File: src/assert_macros.svh
// Assertion macros shared by the decoder RTL.
`ifndef ASSERT_MACROS_SVH
`define ASSERT_MACROS_SVH

// Flag any clock edge at which cond holds.
`define ASSERT_NEVER(label, clk, rst, cond, msg) \
   label: assert property (@(posedge clk) disable iff (rst) !(cond)) else $error(msg);

// Require cons in the cycle after ante.
`define ASSERT_NEXT(label, clk, rst, ante, cons, msg) \
   label: assert property (@(posedge clk) disable iff (rst) (ante) |=> (cons)) else $error(msg);

`endif

File: src/lzfc_pkg.sv
// Shared types and constants of the fill/copy LZ decoder.
`default_nettype none
package lzfc_pkg;

   localparam int unsigned HIST_ADDR_BITS_DEF = 16;
   localparam int unsigned QUEUE_DEPTH        = 2;
   localparam int unsigned PTR_BITS           = 16;
   localparam int unsigned COUNT_BITS         = 11;

   typedef enum logic [2:0] {
      PH_CMD,
      PH_LONGLEN,
      PH_ARG1,
      PH_ARG2,
      PH_COPY,
      PH_EMIT
   } phase_type;

   typedef enum logic [1:0] {
      ST_RUN,
      ST_END,
      ST_ERR,
      ST_TURN
   } status_type;

   localparam logic [2:0] KIND_COPY   = 3'd0;
   localparam logic [2:0] KIND_FILL   = 3'd1;
   localparam logic [2:0] KIND_ALT    = 3'd2;
   localparam logic [2:0] KIND_INC    = 3'd3;
   localparam logic [2:0] KIND_REPEAT = 3'd4;

   localparam logic [2:0] LONG_TAG = 3'b111;
   localparam logic [7:0] END_CMD  = 8'hFF;

   localparam logic ACT_BYTE = 1'b0;
   localparam logic ACT_TICK = 1'b1;

   typedef struct packed {
      logic       out_valid;
      logic [7:0] out_byte;
      logic       want_byte;
      status_type status;
      logic       from_history;
   } desc_type;

endpackage
`default_nettype wire

File: src/lzfc_queue.sv
// Short register queue between the parser and the executor.
`default_nettype none
`include "assert_macros.svh"
module lzfc_queue import lzfc_pkg::*; #(
   parameter int unsigned WIDTH = 8
) (
   input  wire logic             clock,
   input  wire logic             reset,
   input  wire logic             push,
   input  wire logic [WIDTH-1:0] push_data,
   output logic                  full,
   input  wire logic             pop,
   output logic [WIDTH-1:0]      pop_data,
   output logic                  not_empty
);

   localparam int unsigned IDX_BITS = (QUEUE_DEPTH > 1) ? $clog2(QUEUE_DEPTH) : 1;
   localparam int unsigned CNT_BITS = $clog2(QUEUE_DEPTH + 1);
   localparam logic [IDX_BITS-1:0] LAST_IDX = IDX_BITS'(QUEUE_DEPTH - 1);

   logic [WIDTH-1:0]    slot_ff [QUEUE_DEPTH];
   logic [IDX_BITS-1:0] wr_ptr_ff, wr_ptr_in;
   logic [IDX_BITS-1:0] rd_ptr_ff, rd_ptr_in;
   logic [CNT_BITS-1:0] count_ff, count_in;

   always_comb begin
      wr_ptr_in = wr_ptr_ff;
      rd_ptr_in = rd_ptr_ff;
      count_in  = count_ff;
      if (push) begin
         wr_ptr_in = (wr_ptr_ff == LAST_IDX) ? '0 : wr_ptr_ff + 1'b1;
      end
      if (pop) begin
         rd_ptr_in = (rd_ptr_ff == LAST_IDX) ? '0 : rd_ptr_ff + 1'b1;
      end
      if (push && !pop) begin
         count_in = count_ff + 1'b1;
      end else if (pop && !push) begin
         count_in = count_ff - 1'b1;
      end
   end

   always_ff @(posedge clock) begin
      if (reset) begin
         wr_ptr_ff <= '0;
         rd_ptr_ff <= '0;
         count_ff  <= '0;
      end else begin
         wr_ptr_ff <= wr_ptr_in;
         rd_ptr_ff <= rd_ptr_in;
         count_ff  <= count_in;
      end
   end

   always_ff @(posedge clock) begin
      if (push) begin
         slot_ff[wr_ptr_ff] <= push_data;
      end
   end

   assign full      = (count_ff == CNT_BITS'(QUEUE_DEPTH));
   assign not_empty = (count_ff != '0);
   assign pop_data  = slot_ff[rd_ptr_ff];

   `ASSERT_NEVER(a_no_overflow, clock, reset, push && full, "queue push while full")
   `ASSERT_NEVER(a_no_underflow, clock, reset, pop && !not_empty, "queue pop while empty")

endmodule
`default_nettype wire

File: config.mk
export PLATFORM = sky130hd
export DESIGN_NAME = lzfc_queue
export DESIGN_NICKNAME = d
export VERILOG_FILES = /design/src/lzfc_pkg.sv /design/src/lzfc_queue.sv
export VERILOG_INCLUDE_DIRS = /design/src /design/src/src
export SDC_FILE = /design/constraint.sdc
export NUM_CORES = 1
export LEC_CHECK = 0
export BUFFER_PORTS_ARGS = -buffer_cell sky130_fd_sc_hd__buf_4
export CORE_MARGIN = 8
export CORE_UTILIZATION = 45
export DETAILED_ROUTE_END_ITERATION = 7
export MAX_ROUTING_LAYER = met4
export PLACE_DENSITY = 0.72
export RECOVER_POWER = 50
export SETUP_SLACK_MARGIN = 0.4
export SYNTH_ARGS = -nofsm -noshare
export SYNTH_HDL_FRONTEND = slang
export SYNTH_SLANG_ARGS = --single-unit
File: constraint.sdc
create_clock -name clock -period 2.3 [get_ports clock]
set_clock_uncertainty 0.05 [all_clocks]
set_input_delay 0.46 -clock clock [delete_from_list [all_inputs] [get_ports clock]]
set_output_delay 0.46 -clock clock [all_outputs]
set_load 0.02 [all_outputs]
==> flow_summary.toml <==
[min_path]
min_path_type = "in -> reg"

[setup_path]
critPathBufInv = 1
crit_type = "reg -> out"
cp.arrival_ps = 1270
worstPathMaxFanout = 8
slowest_stage = "dfxtp_2"
crit_family = "flip-flops"
crit_chain = "mux2_2, buf_4"
crit_required_ps = 1790
endpoint_kind = "output pin"
critPathMaxStageDelay_ps = 460
cp-start-kind = "flip-flop"

[yosys]
syn_area_um2 = 786
synth_fp_nets = 60
ys_ff_latch = 21
ys_types = 16
synthCells = 47
seq_area_frac_synth_pct = 73.9
yosys_warnings = 0
avgSynthCellArea_um2 = 16.7

[placement]
io_buffers = 21
hpwl_um = 1010
placed_cells_incl_taps = 84
gp_congestion = 0.670
preCtsSetupSlack_ps = 715

[power]
p_switching_uw = 187
sw_frac_of_total_pct = 24.7
internal_power_uw = 572
p_seq_share_pct = 59.8
p_per_area_nw_per_um2 = 774
clkPwrFrac_pct = 22.3
p_leak_nw = 0.387
pwr-share-comb_pct = 17.9
max-vdd-ir-drop_v = 0.000380

[clock_network]
hold_buffers = 0
cts_sinks = 21
clockRootBuffer = "clkbuf_4"
clk_path_buf_depth = 2
cts.htree.levels = 1
cts_made_buffers = 3
cts_tree = "yes"
clock_latency_ps = 290
path_clk_slew_ps = 110

[floorplanning]
die_h_um = 57.8
fp.dieArea_um2 = 3340
io_pins = 22
die_w_um = 57.8
row_count = 15
coreArea_um2 = 1690
start_util_pct = 46.5

[route]
met2_length_um = 670
ant_nets = 0
first_iter_violations = 0
routed_wl_um = 1310
post-route-drc-count = 0
via_per_inst = 5.22
dr.max_layer_used = "met4"
wl_per_cell_um = 14.8
dr_total_vias = 459
drtPass1Iterations = 1
wl_met3_um = 85
wl_met1_um = 540

[timing]
max_slew_margin_pct = 53.3
setup_ws_ps = 518
hold_viol = 0
final.period_utilization_pct = 77.5
post-route-min-period_ps = 1780
tns_ps = 0
rsz0062_at_grt = "false"
setup_violations = 0
whs_ps = 298
tightest_slew_ps = 699
finalMaxSlewViolations = 0
fmax_mhz = 561

[grt]
grt_usage_pct = 9.11
first_global_vias = 519
grt-ovfl-total = 0
grt_max_degree = 13
grt_pass1_wl_um = 2230
antenna_found_initial = 0

[final_layout]
final_common_cell = "edfxtp_1"
final_cell_mix = "16 x edfxtp_1, 12 x buf_4, 10 x clkbuf_4"
fin_nets = 85
finalNonFillerCells = 88
diodes = 0
drive_above_1_share_pct = 47.9
syn2layout_area_growth_pct = 24.8

[outcome]
outcome = "complete, no violations"

[job]
maxCapViolCount = 0
[timing repair]
item                       in CTS  in global routing
setup buffers                   0                  0
gates resized for setup         1                  0
setup endpoints to repair       8                  0
[per-stage QoR]
step / area [um^2] / utilization [%] / power [mW]
floorplan: 786 / - / 0.541
global placement: 960 / 56.8 / 0.599
detailed placement: 960 / 56.8 / 0.604
CTS: 988 / 58.5 / 0.775
global route: 981 / 58.1 / 0.799
finish: 981 / 58.1 / 0.760
[synth_stat cells, drive strengths merged]
cell type	number	area (um^2)
nor2b	1	6.26
or2	1	6.26
and2b	1	8.76
and2	1	6.26
inv	1	3.75
ha	1	12.5
a21oi	1	5.00
buf	1	5.00
nor2	4	15.0
xor2	2	17.5
mux2	8	90.1
edfxtp	16	480
o21ai	1	5.00
or3	1	6.26
dfxtp	5	100
xnor2	2	17.5
[worst paths after layout]
path                    start            end  slack, ps  depth (start not counted)
hold reg to reg   count_ff[1]    count_ff[1]        460                          2
setup / recovery    flip-flop    pop_data[0]        520                          2
hold / removal          reset      wr_ptr_ff        300                          2
setup reg to reg    wr_ptr_ff  slot_ff[0][2]        980                          1
[flip-flops by register name, indices dropped and copies added, names as in the netlist, named ones only]
name / count
slot_ff: 16
count_ff: 2
rd_ptr_ff: 1
wr_ptr_ff: 1
[power groups by stage]
stage          registers [mW]  logic (mW)  clock network, mW
6_report                0.454       0.136              0.169
2_1_floorplan           0.455      0.0861                  0
3_3_place_gp            0.462       0.137                  0
4_1_cts                 0.455       0.141              0.178
5_1_grt                 0.459       0.148              0.192
3_5_place_dp            0.463       0.141                  0
[layer usage]
| layer | global-route usage (%) | vias to the layer above |
|---|---|---|
| li1 | - | 219 |
| met1 | 8.31 | 224 |
| met2 | 15.8 | 14 |
| met3 | 3.09 | 2 |
| met4 | 6.29 | 0 |
| met5 | - | - |
[logic make-up (layout without fill, tap and decap cells)]
group / Yosys count / after routing / share of synthesized area (%)
XOR/XNOR: 4 / 4 / 4.46
flip-flops: 21 / 21 / 73.9
buffers and inverters: 2 / 26 / 1.11
AND/OR/NAND/NOR: 9 / 9 / 6.21
multiplexers: 8 / 8 / 11.5
AO/OA/AOI/OAI: 2 / 2 / 1.27
adder cells (fa/ha/maj): 1 / 1 / 1.59
[area by class of cell]
| cell class | instances | area [um^2] |
|---|---|---|
| Sequential cell | 21 | 582 |
| Clock buffer | 3 | 22.5 |
| Multi-Input combinational cell | 24 | 196 |
| Tap cell | 17 | 21.3 |
| Fill cell | 147 | 708 |
| Clock inverter | 1 | 5.00 |
| Inverter | 1 | 3.75 |
| Timing Repair Buffer | 21 | 150 |
Power figures use the tool's default switching activity.
