[src/assert_macros.svh]
// Assertion macros shared by the decoder RTL.
`ifndef ASSERT_MACROS_SVH
`define ASSERT_MACROS_SVH

// Flag any clock edge at which cond holds.
`define ASSERT_NEVER(label, clk, rst, cond, msg) \
   label: assert property (@(posedge clk) disable iff (rst) !(cond)) else $error(msg);

// Require cons in the cycle after ante.
`define ASSERT_NEXT(label, clk, rst, ante, cons, msg) \
   label: assert property (@(posedge clk) disable iff (rst) (ante) |=> (cons)) else $error(msg);

`endif

[src/lzfc_pkg.sv]
// Shared types and constants of the fill/copy LZ decoder.
`default_nettype none
package lzfc_pkg;

   localparam int unsigned HIST_ADDR_BITS_DEF = 16;
   localparam int unsigned QUEUE_DEPTH        = 2;
   localparam int unsigned PTR_BITS           = 16;
   localparam int unsigned COUNT_BITS         = 11;

   typedef enum logic [2:0] {
      PH_CMD,
      PH_LONGLEN,
      PH_ARG1,
      PH_ARG2,
      PH_COPY,
      PH_EMIT
   } phase_type;

   typedef enum logic [1:0] {
      ST_RUN,
      ST_END,
      ST_ERR,
      ST_TURN
   } status_type;

   localparam logic [2:0] KIND_COPY   = 3'd0;
   localparam logic [2:0] KIND_FILL   = 3'd1;
   localparam logic [2:0] KIND_ALT    = 3'd2;
   localparam logic [2:0] KIND_INC    = 3'd3;
   localparam logic [2:0] KIND_REPEAT = 3'd4;

   localparam logic [2:0] LONG_TAG = 3'b111;
   localparam logic [7:0] END_CMD  = 8'hFF;

   localparam logic ACT_BYTE = 1'b0;
   localparam logic ACT_TICK = 1'b1;

   typedef struct packed {
      logic       out_valid;
      logic [7:0] out_byte;
      logic       want_byte;
      status_type status;
      logic       from_history;
   } desc_type;

endpackage
`default_nettype wire

[src/lzfc_front.sv]
// Command parser: classifies each beat and tracks the decode state.
`default_nettype none
`include "assert_macros.svh"
module lzfc_front import lzfc_pkg::*; #(
   parameter int unsigned HISTORY_ADDR_BITS = HIST_ADDR_BITS_DEF
) (
   input  wire logic                         clock,
   input  wire logic                         reset,
   input  wire logic                         accept,
   input  wire logic                         action,
   input  wire logic [7:0]                   comp_byte,
   output desc_type                          push_desc,
   output logic      [HISTORY_ADDR_BITS-1:0] push_rd_addr,
   output logic      [HISTORY_ADDR_BITS-1:0] push_wr_addr
);

   localparam int unsigned AW = HISTORY_ADDR_BITS;

   phase_type             phase_ff, phase_in;
   logic [2:0]            kind_ff, kind_in;
   logic [COUNT_BITS-1:0] rem_ff, rem_in;
   logic [7:0]            first_ff, first_in;
   logic [7:0]            second_ff, second_in;
   logic                  toggle_ff, toggle_in;
   logic [AW-1:0]         rp_ff, rp_in;
   logic [AW-1:0]         wp_ff, wp_in;
   status_type            fin_ff, fin_in;

   logic                  wants;
   logic                  long_hdr;
   logic [2:0]            hdr_kind;
   logic [PTR_BITS-1:0]   ptr_hi;
   logic [PTR_BITS-1:0]   ptr_lo;
   logic                  last_byte;
   desc_type              desc;

   assign wants     = (phase_ff != PH_EMIT);
   assign long_hdr  = (comp_byte[7:5] == LONG_TAG);
   assign hdr_kind  = long_hdr ? comp_byte[4:2] : comp_byte[7:5];
   assign ptr_hi    = {comp_byte, 8'h00};
   assign ptr_lo    = {8'h00, comp_byte};
   assign last_byte = (rem_ff == COUNT_BITS'(1));

   always_comb begin
      phase_in  = phase_ff;
      kind_in   = kind_ff;
      rem_in    = rem_ff;
      first_in  = first_ff;
      second_in = second_ff;
      toggle_in = toggle_ff;
      rp_in     = rp_ff;
      wp_in     = wp_ff;
      fin_in    = fin_ff;

      desc.out_valid    = 1'b0;
      desc.out_byte     = 8'h00;
      desc.want_byte    = 1'b0;
      desc.status       = ST_RUN;
      desc.from_history = 1'b0;

      if (fin_ff != ST_RUN) begin
         desc.status = fin_ff;
      end else if ((action == ACT_BYTE) != wants) begin
         desc.status    = ST_TURN;
         desc.want_byte = wants;
      end else begin
         if (action == ACT_BYTE) begin
            unique case (phase_ff)
               PH_CMD: begin
                  if (comp_byte == END_CMD) begin
                     fin_in = ST_END;
                  end else if (hdr_kind > KIND_REPEAT) begin
                     fin_in = ST_ERR;
                  end else begin
                     kind_in = hdr_kind;
                     if (long_hdr) begin
                        rem_in   = {1'b0, comp_byte[1:0], 8'h00};
                        phase_in = PH_LONGLEN;
                     end else begin
                        rem_in   = COUNT_BITS'(comp_byte[4:0]) + COUNT_BITS'(1);
                        phase_in = (hdr_kind == KIND_COPY) ? PH_COPY : PH_ARG1;
                     end
                  end
               end
               PH_LONGLEN: begin
                  rem_in   = rem_ff + COUNT_BITS'(comp_byte) + COUNT_BITS'(1);
                  phase_in = (kind_ff == KIND_COPY) ? PH_COPY : PH_ARG1;
               end
               PH_ARG1: begin
                  toggle_in = 1'b0;
                  if (kind_ff == KIND_REPEAT) begin
                     rp_in    = ptr_hi[AW-1:0];
                     phase_in = PH_ARG2;
                  end else begin
                     first_in = comp_byte;
                     phase_in = (kind_ff == KIND_ALT) ? PH_ARG2 : PH_EMIT;
                  end
               end
               PH_ARG2: begin
                  if (kind_ff == KIND_REPEAT) begin
                     rp_in = rp_ff | ptr_lo[AW-1:0];
                  end else begin
                     second_in = comp_byte;
                  end
                  phase_in = PH_EMIT;
               end
               PH_COPY: begin
                  desc.out_valid = 1'b1;
                  desc.out_byte  = comp_byte;
                  wp_in          = wp_ff + AW'(1);
                  rem_in         = rem_ff - COUNT_BITS'(1);
                  if (last_byte) begin
                     phase_in = PH_CMD;
                  end
               end
               default: begin
                  phase_in = PH_CMD;
               end
            endcase
         end else begin
            desc.out_valid = 1'b1;
            unique case (kind_ff)
               KIND_FILL: begin
                  desc.out_byte = first_ff;
               end
               KIND_ALT: begin
                  desc.out_byte = toggle_ff ? second_ff : first_ff;
                  toggle_in     = !toggle_ff;
               end
               KIND_INC: begin
                  desc.out_byte = first_ff;
                  first_in      = first_ff + 8'd1;
               end
               default: begin
                  desc.from_history = 1'b1;
                  rp_in             = rp_ff + AW'(1);
               end
            endcase
            wp_in  = wp_ff + AW'(1);
            rem_in = rem_ff - COUNT_BITS'(1);
            if (last_byte) begin
               phase_in = PH_CMD;
            end
         end
         desc.status    = fin_in;
         desc.want_byte = (fin_in == ST_RUN) && (phase_in != PH_EMIT);
      end
   end

   always_ff @(posedge clock) begin
      if (reset) begin
         phase_ff  <= PH_CMD;
         kind_ff   <= '0;
         rem_ff    <= '0;
         first_ff  <= '0;
         second_ff <= '0;
         toggle_ff <= 1'b0;
         rp_ff     <= '0;
         wp_ff     <= '0;
         fin_ff    <= ST_RUN;
      end else if (accept) begin
         phase_ff  <= phase_in;
         kind_ff   <= kind_in;
         rem_ff    <= rem_in;
         first_ff  <= first_in;
         second_ff <= second_in;
         toggle_ff <= toggle_in;
         rp_ff     <= rp_in;
         wp_ff     <= wp_in;
         fin_ff    <= fin_in;
      end
   end

   assign push_desc    = desc;
   assign push_rd_addr = rp_ff;
   assign push_wr_addr = wp_ff;

   `ASSERT_NEXT(a_final_sticky, clock, reset, fin_ff != ST_RUN, fin_ff == $past(fin_ff), "end or error state left")

endmodule
`default_nettype wire

[config.mk]
export PLATFORM = sky130hd
export DESIGN_NAME = lzfc_front
export DESIGN_NICKNAME = d
export VERILOG_FILES = /design/src/lzfc_pkg.sv /design/src/lzfc_front.sv
export VERILOG_INCLUDE_DIRS = /design/src /design/src/src
export SDC_FILE = /design/constraint.sdc
export NUM_CORES = 1
export LEC_CHECK = 0
export BUFFER_PORTS_ARGS = -buffer_cell sky130_fd_sc_hd__buf_4
export CAP_MARGIN = 0
export CELL_PAD_IN_SITES_DETAIL_PLACEMENT = 1
export CELL_PAD_IN_SITES_GLOBAL_PLACEMENT = 2
export CORE_UTILIZATION = 34
export DETAILED_ROUTE_END_ITERATION = 10
export PLACE_DENSITY = 0.81
export SYNTH_ARGS = -nofsm -noshare
export SYNTH_HDL_FRONTEND = slang
export SYNTH_SLANG_ARGS = --single-unit
[constraint.sdc]
create_clock -name clock -period 2.25 [get_ports clock]
set_input_delay 0.1125 -clock clock [delete_from_list [all_inputs] [get_ports clock]]
set_output_delay 0.1125 -clock clock [all_outputs]
set_load 0.03 [all_outputs]
==> metrics.cfg, run 1 <==
[global_routing]
grt_pass1_wl_mm=26.9
grt_max_degree=39
grt_pass1_vias=5109
grt_util_all_layers_pct=24.2
grt_antenna_before_repair=0
grt-ovfl-total=0

[routing]
vias=5068
antenna_left=0
via_per_inst=5.77
drt_iter0_markers=292
firstDrtPassIters=5
post_drt_wl_per_cell_um=19.0
drc=0
drt_wl_total_mm=16.7

[cts]
cts_max_path_buffers=2
cts_root_buf=clkbuf_16
clkSinkCount=68
h-tree-depth=3
cts_made_buffers=9
clk_pin_slew_ps=70
cts_tree=yes
worst_skew_pair.late_latency_ps=350

[setup_path]
cp-end-kind=output port
required_ps=2140
worst-setup-path-type=flip-flop to output port
worstPathArrival_ps=2100
r2r_setup_slack_ps=60
crit_path_start_kind=flip-flop
r2r_cells=7
worstPathMaxFanout=6

[flow_run]
drv_cap=0

[synthesis]
synth.most_common_cell=nor2_1
yosys.area_share.simple_pct=25.6
yosys.area.top_type=dfxtp_1
synth_common_cells=nor2_1 (79), dfxtp_1 (68), nand2_1 (56), o21ai_0 (52), a21oi_1 (46)
yosys.area_share.adder_pct=4.23
synthMuxAreaShare_pct=1.95
syn-cell-area_um2=4610
ys_ff_latch=68
synth-edff-count=0
synthCells=624
synth_cell_types=64
syn_nets=651
synth_ff_type=dfxtp_1
synth.top_cell.area_share_pct=29.5
yosys_warnings=0
ys_seq_area_share_pct=29.5
synth.avg_cell_area_um2=7.39
async_reset_ff_share_pct=0
synth_compound_area_share_pct=28.6
ys_top_cells_by_area=dfxtp_1 (30%), nor2_1 (6.4%), o21ai_0 (5.6%)
synth-xor-area-share_pct=5.12
synth_top_family_by_area=compound AO/OA/AOI/OAI gates

[placed_design]
portBuffers=56
dpl.hpwl_mm=11.9
pre_cts_slack_ps=-153
place.gp.congestion=0.857
placed_cells=855
post_dp_cell_area_um2=5380

[pwr]
p_seq_share_pct=35.3
switchingPower_mw=1.11
pwr_density_cell_nw_per_um2=619
leakagePower_nw=2.27
power_frac_clock_pct=43.0
ir_drop_mv=0.304
swShare_pct=30.6
internal_power_mw=2.53
combinationalPowerShare_pct=21.7

[timing]
fmax_mhz=452
rsz0062_at_grt=true
skew_ps=12.6
drv_slew=0
tightest_slew_ps=735
slew_headroom_pct=50.8
final-hold-violation-count=0
min_period_over_period_pct=98.3
setup_violations=0
worst_slack_ps=38.9
layout_min_cycle_time_ps=2210

[floorplanning]
die_h_um=119
io_pins=57
die_x_um=119
coreArea_um2=13200
initial_core_util_pct=34.8
design.die.area_um2=14000
std_cell_rows=42

[outcome]
status=finished clean

[layout]
drive_gt1_share_pct=20.7
fin_nets=724
fillers=1659
num_antenna_cells=0
synthToLayoutAreaGrowth_pct=27.3
postLayoutCoreUtil_pct=44.4
stdcell_count=878
final_area_um2=5870

[worst_hold_path]
whs_path_depth=3
hold_path_class=input port to flip-flop

## worst max-delay path: stages, from the launching register on
cell     delay (ps)
dfxtp_2         370
nor4_4          310
nand4_1         170
and3_1          180
a31o_2          220
o311a_1         350
buf_6           150
## logic make-up (layout without fill, tap and decap cells)
| logic type | after synthesis | after routing |
|---|---|---|
| AO/OA/AOI/OAI | 200 | 200 |
| XOR/XNOR | 27 | 27 |
| adder cells (fa/ha/maj) | 15 | 15 |
| buffers and inverters | 59 | 137 |
| flip-flops | 68 | 68 |
| multiplexers | 9 | 9 |
| AND/OR/NAND/NOR | 246 | 246 |
## path summary, 6_finish.rpt
| check | startpoint | to |
|---|---|---|
| max | rem_ff[9] | push_desc[3] |
| min | comp_byte[1] | second_ff[1] |
| max reg2reg | rem_ff[2] | rem_ff[9] |
| min reg2reg | first_ff[7] | first_ff[7] |
## power by group through the flow
stage / Clock [mW] / Combinational [mW] / Sequential (mW)
after floorplan: 0 / 0.469 / 1.30
after global placement: 0 / 0.702 / 1.30
after detailed placement: 0 / 0.724 / 1.30
after CTS: 1.59 / 0.751 / 1.28
after global routing: 1.64 / 0.856 / 1.29
final: 1.56 / 0.789 / 1.28
## what timing repair did
action | in CTS | in global routing
pin swaps | 8 | 16
setup endpoints to repair | 5 | 20
buffers inserted | 5 | 3
hold buffers | 0 | 0
resized for setup | 10 | 21
## through the flow
| stage | power [mW] | hold slack (ps) | TNS [ps] |
|---|---|---|---|
| after CTS | 3.62 | 114 | -3.85 |
| after detailed placement | 2.03 | 480 | -178 |
| final | 3.64 | 114 | 0 |
| after global routing | 3.79 | 135 | -107 |
| after floorplan | 1.77 | 256 | 0 |
| after global placement | 2.00 | 457 | -28.6 |
## cells in the final DEF (no fill, tap or decap), types with 5 or more instances in the layout
cell       count
inv_1         18
a311oi_1       6
dfxtp_2        6
nor3_1        15
o22ai_1        9
buf_4         99
a22oi_1        9
and3_1         9
nand2_1       55
nand2b_1       6
xnor2_1       18
o21ai_0       49
nor4_1         5
dfxtp_1       62
xor2_1         9
a21o_1         6
mux2i_1        9
a21oi_1       46
nor2_1        79
nand3_1       28
a22o_1         8
ha_1          12
a211oi_1      14
nor2b_1        8
clkbuf_16      9
nand4_1        9
## registers in the layout (all words and copies together), names as in the netlist, 2 cells and up
signal	cells
first_ff	8
push_rd_addr	16
kind_ff	3
second_ff	8
rem_ff	11
fin_ff	2
phase_ff	3
push_wr_addr	16
## area by class of cell
| class | instances | area [µm²] | area share (%) |
|---|---|---|---|
| inverter | 21 | 78.8 | 1.34 |
| clock inverter | 6 | 88.8 | 1.51 |
| sequential | 68 | 1370 | 23.3 |
| timing repair buffer | 100 | 754 | 12.8 |
| tap | 176 | 220 | 3.75 |
| multi-input combinational | 497 | 3130 | 53.3 |
| clock buffer | 10 | 229 | 3.90 |
## layer usage
layer	up-vias	GRT usage (%)	wire length, µm
met2	114	40.1	8120
met5	-	0	0
met3	34	5.07	679
met1	2487	30.5	7450
met4	0	10.1	426
li1	2433	-	-
Power figures use the tool's default switching activity.
==> run 2: changes to the inputs <==
--- a/config.mk
+++ b/config.mk
@@ -12,7 +12,9 @@
 export CELL_PAD_IN_SITES_GLOBAL_PLACEMENT = 2
 export CORE_UTILIZATION = 34
 export DETAILED_ROUTE_END_ITERATION = 10
+export MAX_ROUTING_LAYER = met4
 export PLACE_DENSITY = 0.81
+export REMOVE_ABC_BUFFERS = 1
 export SYNTH_ARGS = -nofsm -noshare
 export SYNTH_HDL_FRONTEND = slang
 export SYNTH_SLANG_ARGS = --single-unit
==> run 2 against run 1 <==
  * The flow now finishes with violations (negative setup slack)
  * Design area shrank 0.77%
  * Clock power is essentially flat
  * First-iteration DRC count grew 23%
  * Largest power group unchanged
  * Setup slack lost 63 ps
  * Worst hold slack lost 16 ps
==> metrics.cfg, run 2 (synthesized netlist as in run 1, its figures left out) <==
[timing]
setup_violations=1  ; +1
drv_slew=0  ; unchanged
setup-tns-final_ps=-24.1  ; -24.1 ps
slew_headroom_pct=55.1  ; +4.4 points
final-hold-violation-count=0  ; unchanged
worst_slack_ps=-24.1  ; -63.0 ps
layout_min_cycle_time_ps=2270  ; +63.0 ps
tightest_slew_ps=670  ; -65.2 ps
min_period_over_period_pct=101  ; +2.8 points
fmax_mhz=440  ; -2.8%
rsz0062_at_grt=true
skew_ps=5.80  ; -6.78 ps

[layout]
fillers=1639  ; -1.2%
seqCellArea_um2=1370  ; about the same
multi_input_area_um2=3100  ; -1.2%
postLayoutCoreUtil_pct=44.0  ; -0.34 points
synthToLayoutAreaGrowth_pct=26.3
drive_gt1_share_pct=20.1  ; -0.51 points
fin_nets=722  ; -0.28%
final_common_cell=buf_4
num_antenna_cells=0  ; unchanged
mostFrequentLayoutCells=buf_4 (96), nor2_1 (79), dfxtp_1 (65), nand2_1 (55), o21ai_0 (50)

[outcome]
failed_checks=negative setup slack
status=finished with violations

[cts]
clkSinkCount=68  ; unchanged
clk_pin_slew_ps=60  ; about the same
postCtsHoldBufs=0  ; unchanged
h-tree-depth=3  ; unchanged
cts_root_buf=clkbuf_16
cts_max_path_buffers=2  ; unchanged
cts_tree=yes
worst_skew_pair.late_latency_ps=350  ; about the same
cts_made_buffers=9  ; unchanged

[setup_path]
crit_path_start_kind=flip-flop
worstPathMaxFanout=9  ; +3
worstPathArrival_ps=2160  ; +60 ps
r2r_cells=10  ; +3
worst-setup-path-type=flip-flop to output port
cp-end-kind=output port
required_ps=2140  ; about the same

[worst_hold_path]
hold_path_class=input port to flip-flop
whs_path_depth=2  ; -1

[routing]
drc=0  ; unchanged
firstDrtPassIters=4  ; -1
post_drt_wl_per_cell_um=18.8  ; -0.93%
drt_wl_total_mm=16.5  ; -1.2%
antenna_left=0  ; unchanged
via_per_inst=5.66  ; -2.0%
vias=4957  ; -2.2%
drt_iter0_markers=358  ; +23%

[pwr]
ir_drop_mv=0.308  ; +1.3%
pwr_density_cell_nw_per_um2=618  ; -0.13%
switchingPower_mw=1.08  ; -2.5%
combinationalPowerShare_pct=21.4  ; -0.3 points
swShare_pct=30.1  ; -0.48 points
power_frac_clock_pct=43.2  ; +0.2 points
p_seq_share_pct=35.4  ; about the same
leakagePower_nw=2.27  ; -0.30%
internal_power_mw=2.52  ; -0.21%

[global_routing]
grt_pass1_wl_mm=26.6  ; -1.1%
grt-ovfl-total=0  ; unchanged
grt_antenna_before_repair=0  ; unchanged
grt_pass1_vias=5118  ; +0.18%
grt_util_all_layers_pct=24.6  ; +0.37 points
grt_max_degree=27  ; -31%

[floorplanning]
design.die.area_um2=14000  ; unchanged
std_cell_rows=42  ; unchanged
die_x_um=119  ; unchanged
die_h_um=119  ; unchanged
io_pins=57  ; unchanged
initial_core_util_pct=34.8  ; unchanged
coreArea_um2=13200  ; unchanged

[placed_design]
dpl.hpwl_mm=11.8  ; -1.2%
place.gp.congestion=0.873  ; +1.9%
portBuffers=56  ; unchanged

[flow_run]
drv_cap=0  ; unchanged

run 2: changes by cell type in the layout (fill, tap and decap cells not counted), moves of 3 or more:
cell,before,now
clkbuf_8,0,4
dfxtp_2,6,2
buf_4,99,96
dfxtp_1,62,65
run 2: final cells by class:
type                            count  share of cell area (%)
Multi-Input combinational cell    497                    53.1
Sequential cell                    68                    23.5
Timing Repair Buffer               98                    12.8
Clock buffer                       13                    4.81
Tap cell                          176                    3.78
Inverter                           21                    1.35
Clock inverter                      3                   0.730
run 2: power groups by stage:
stage                     clock [mW]  combinational, mW  sequential (mW)
after detailed placement           0              0.721             1.30
after global placement             0              0.708             1.30
after floorplan                    0              0.409             1.31
final                           1.56              0.772             1.28
after CTS                       1.58              0.739             1.27
after global routing            1.63              0.839             1.28
run 2: path summary, 6_finish.rpt:
check	slack (ps)	end	start
setup / recovery	-20	push_desc[3]	phase_ff[0]
hold / removal	100	push_wr_addr[14]	reset
setup reg to reg	40	rem_ff[10]	rem_ff[0]
hold reg to reg	490	first_ff[7]	first_ff[7]
run 2: per-stage QoR:
step	std cells	hold WS, ps	power, mW	setup slack [ps]	instance area [µm²]
floorplan	586	182	1.72	-244	4460
detailed placement	852	457	2.02	-61.2	5360
CTS	870	94.1	3.59	2.95	5720
global route	876	115	3.75	-105	5830
global placement	852	453	2.00	82.7	5360
finish	876	97.9	3.60	-24.1	5830
run 2: routing by layer:
layer  GRT usage, %  wire length (µm)
met4           9.02               296
met1           30.3              7630
met5              -                 0
met3           2.94               575
met2           41.3              7980
run 2: timing repair:
item | in CTS | in global routing
buffers inserted | 2 | 6
pin swaps | 5 | 8
endpoints found under the setup margin | 2 | 21
resized for setup | 7 | 18
run 2: worst max-delay path, cell delays in order, from the launching register on:
cell	delay (ps)
dfxtp_1	400
buf_4	190
buf_4	140
a21oi_1	60
o31a_1	280
a31o_2	220
o311a_1	370
buf_6	150
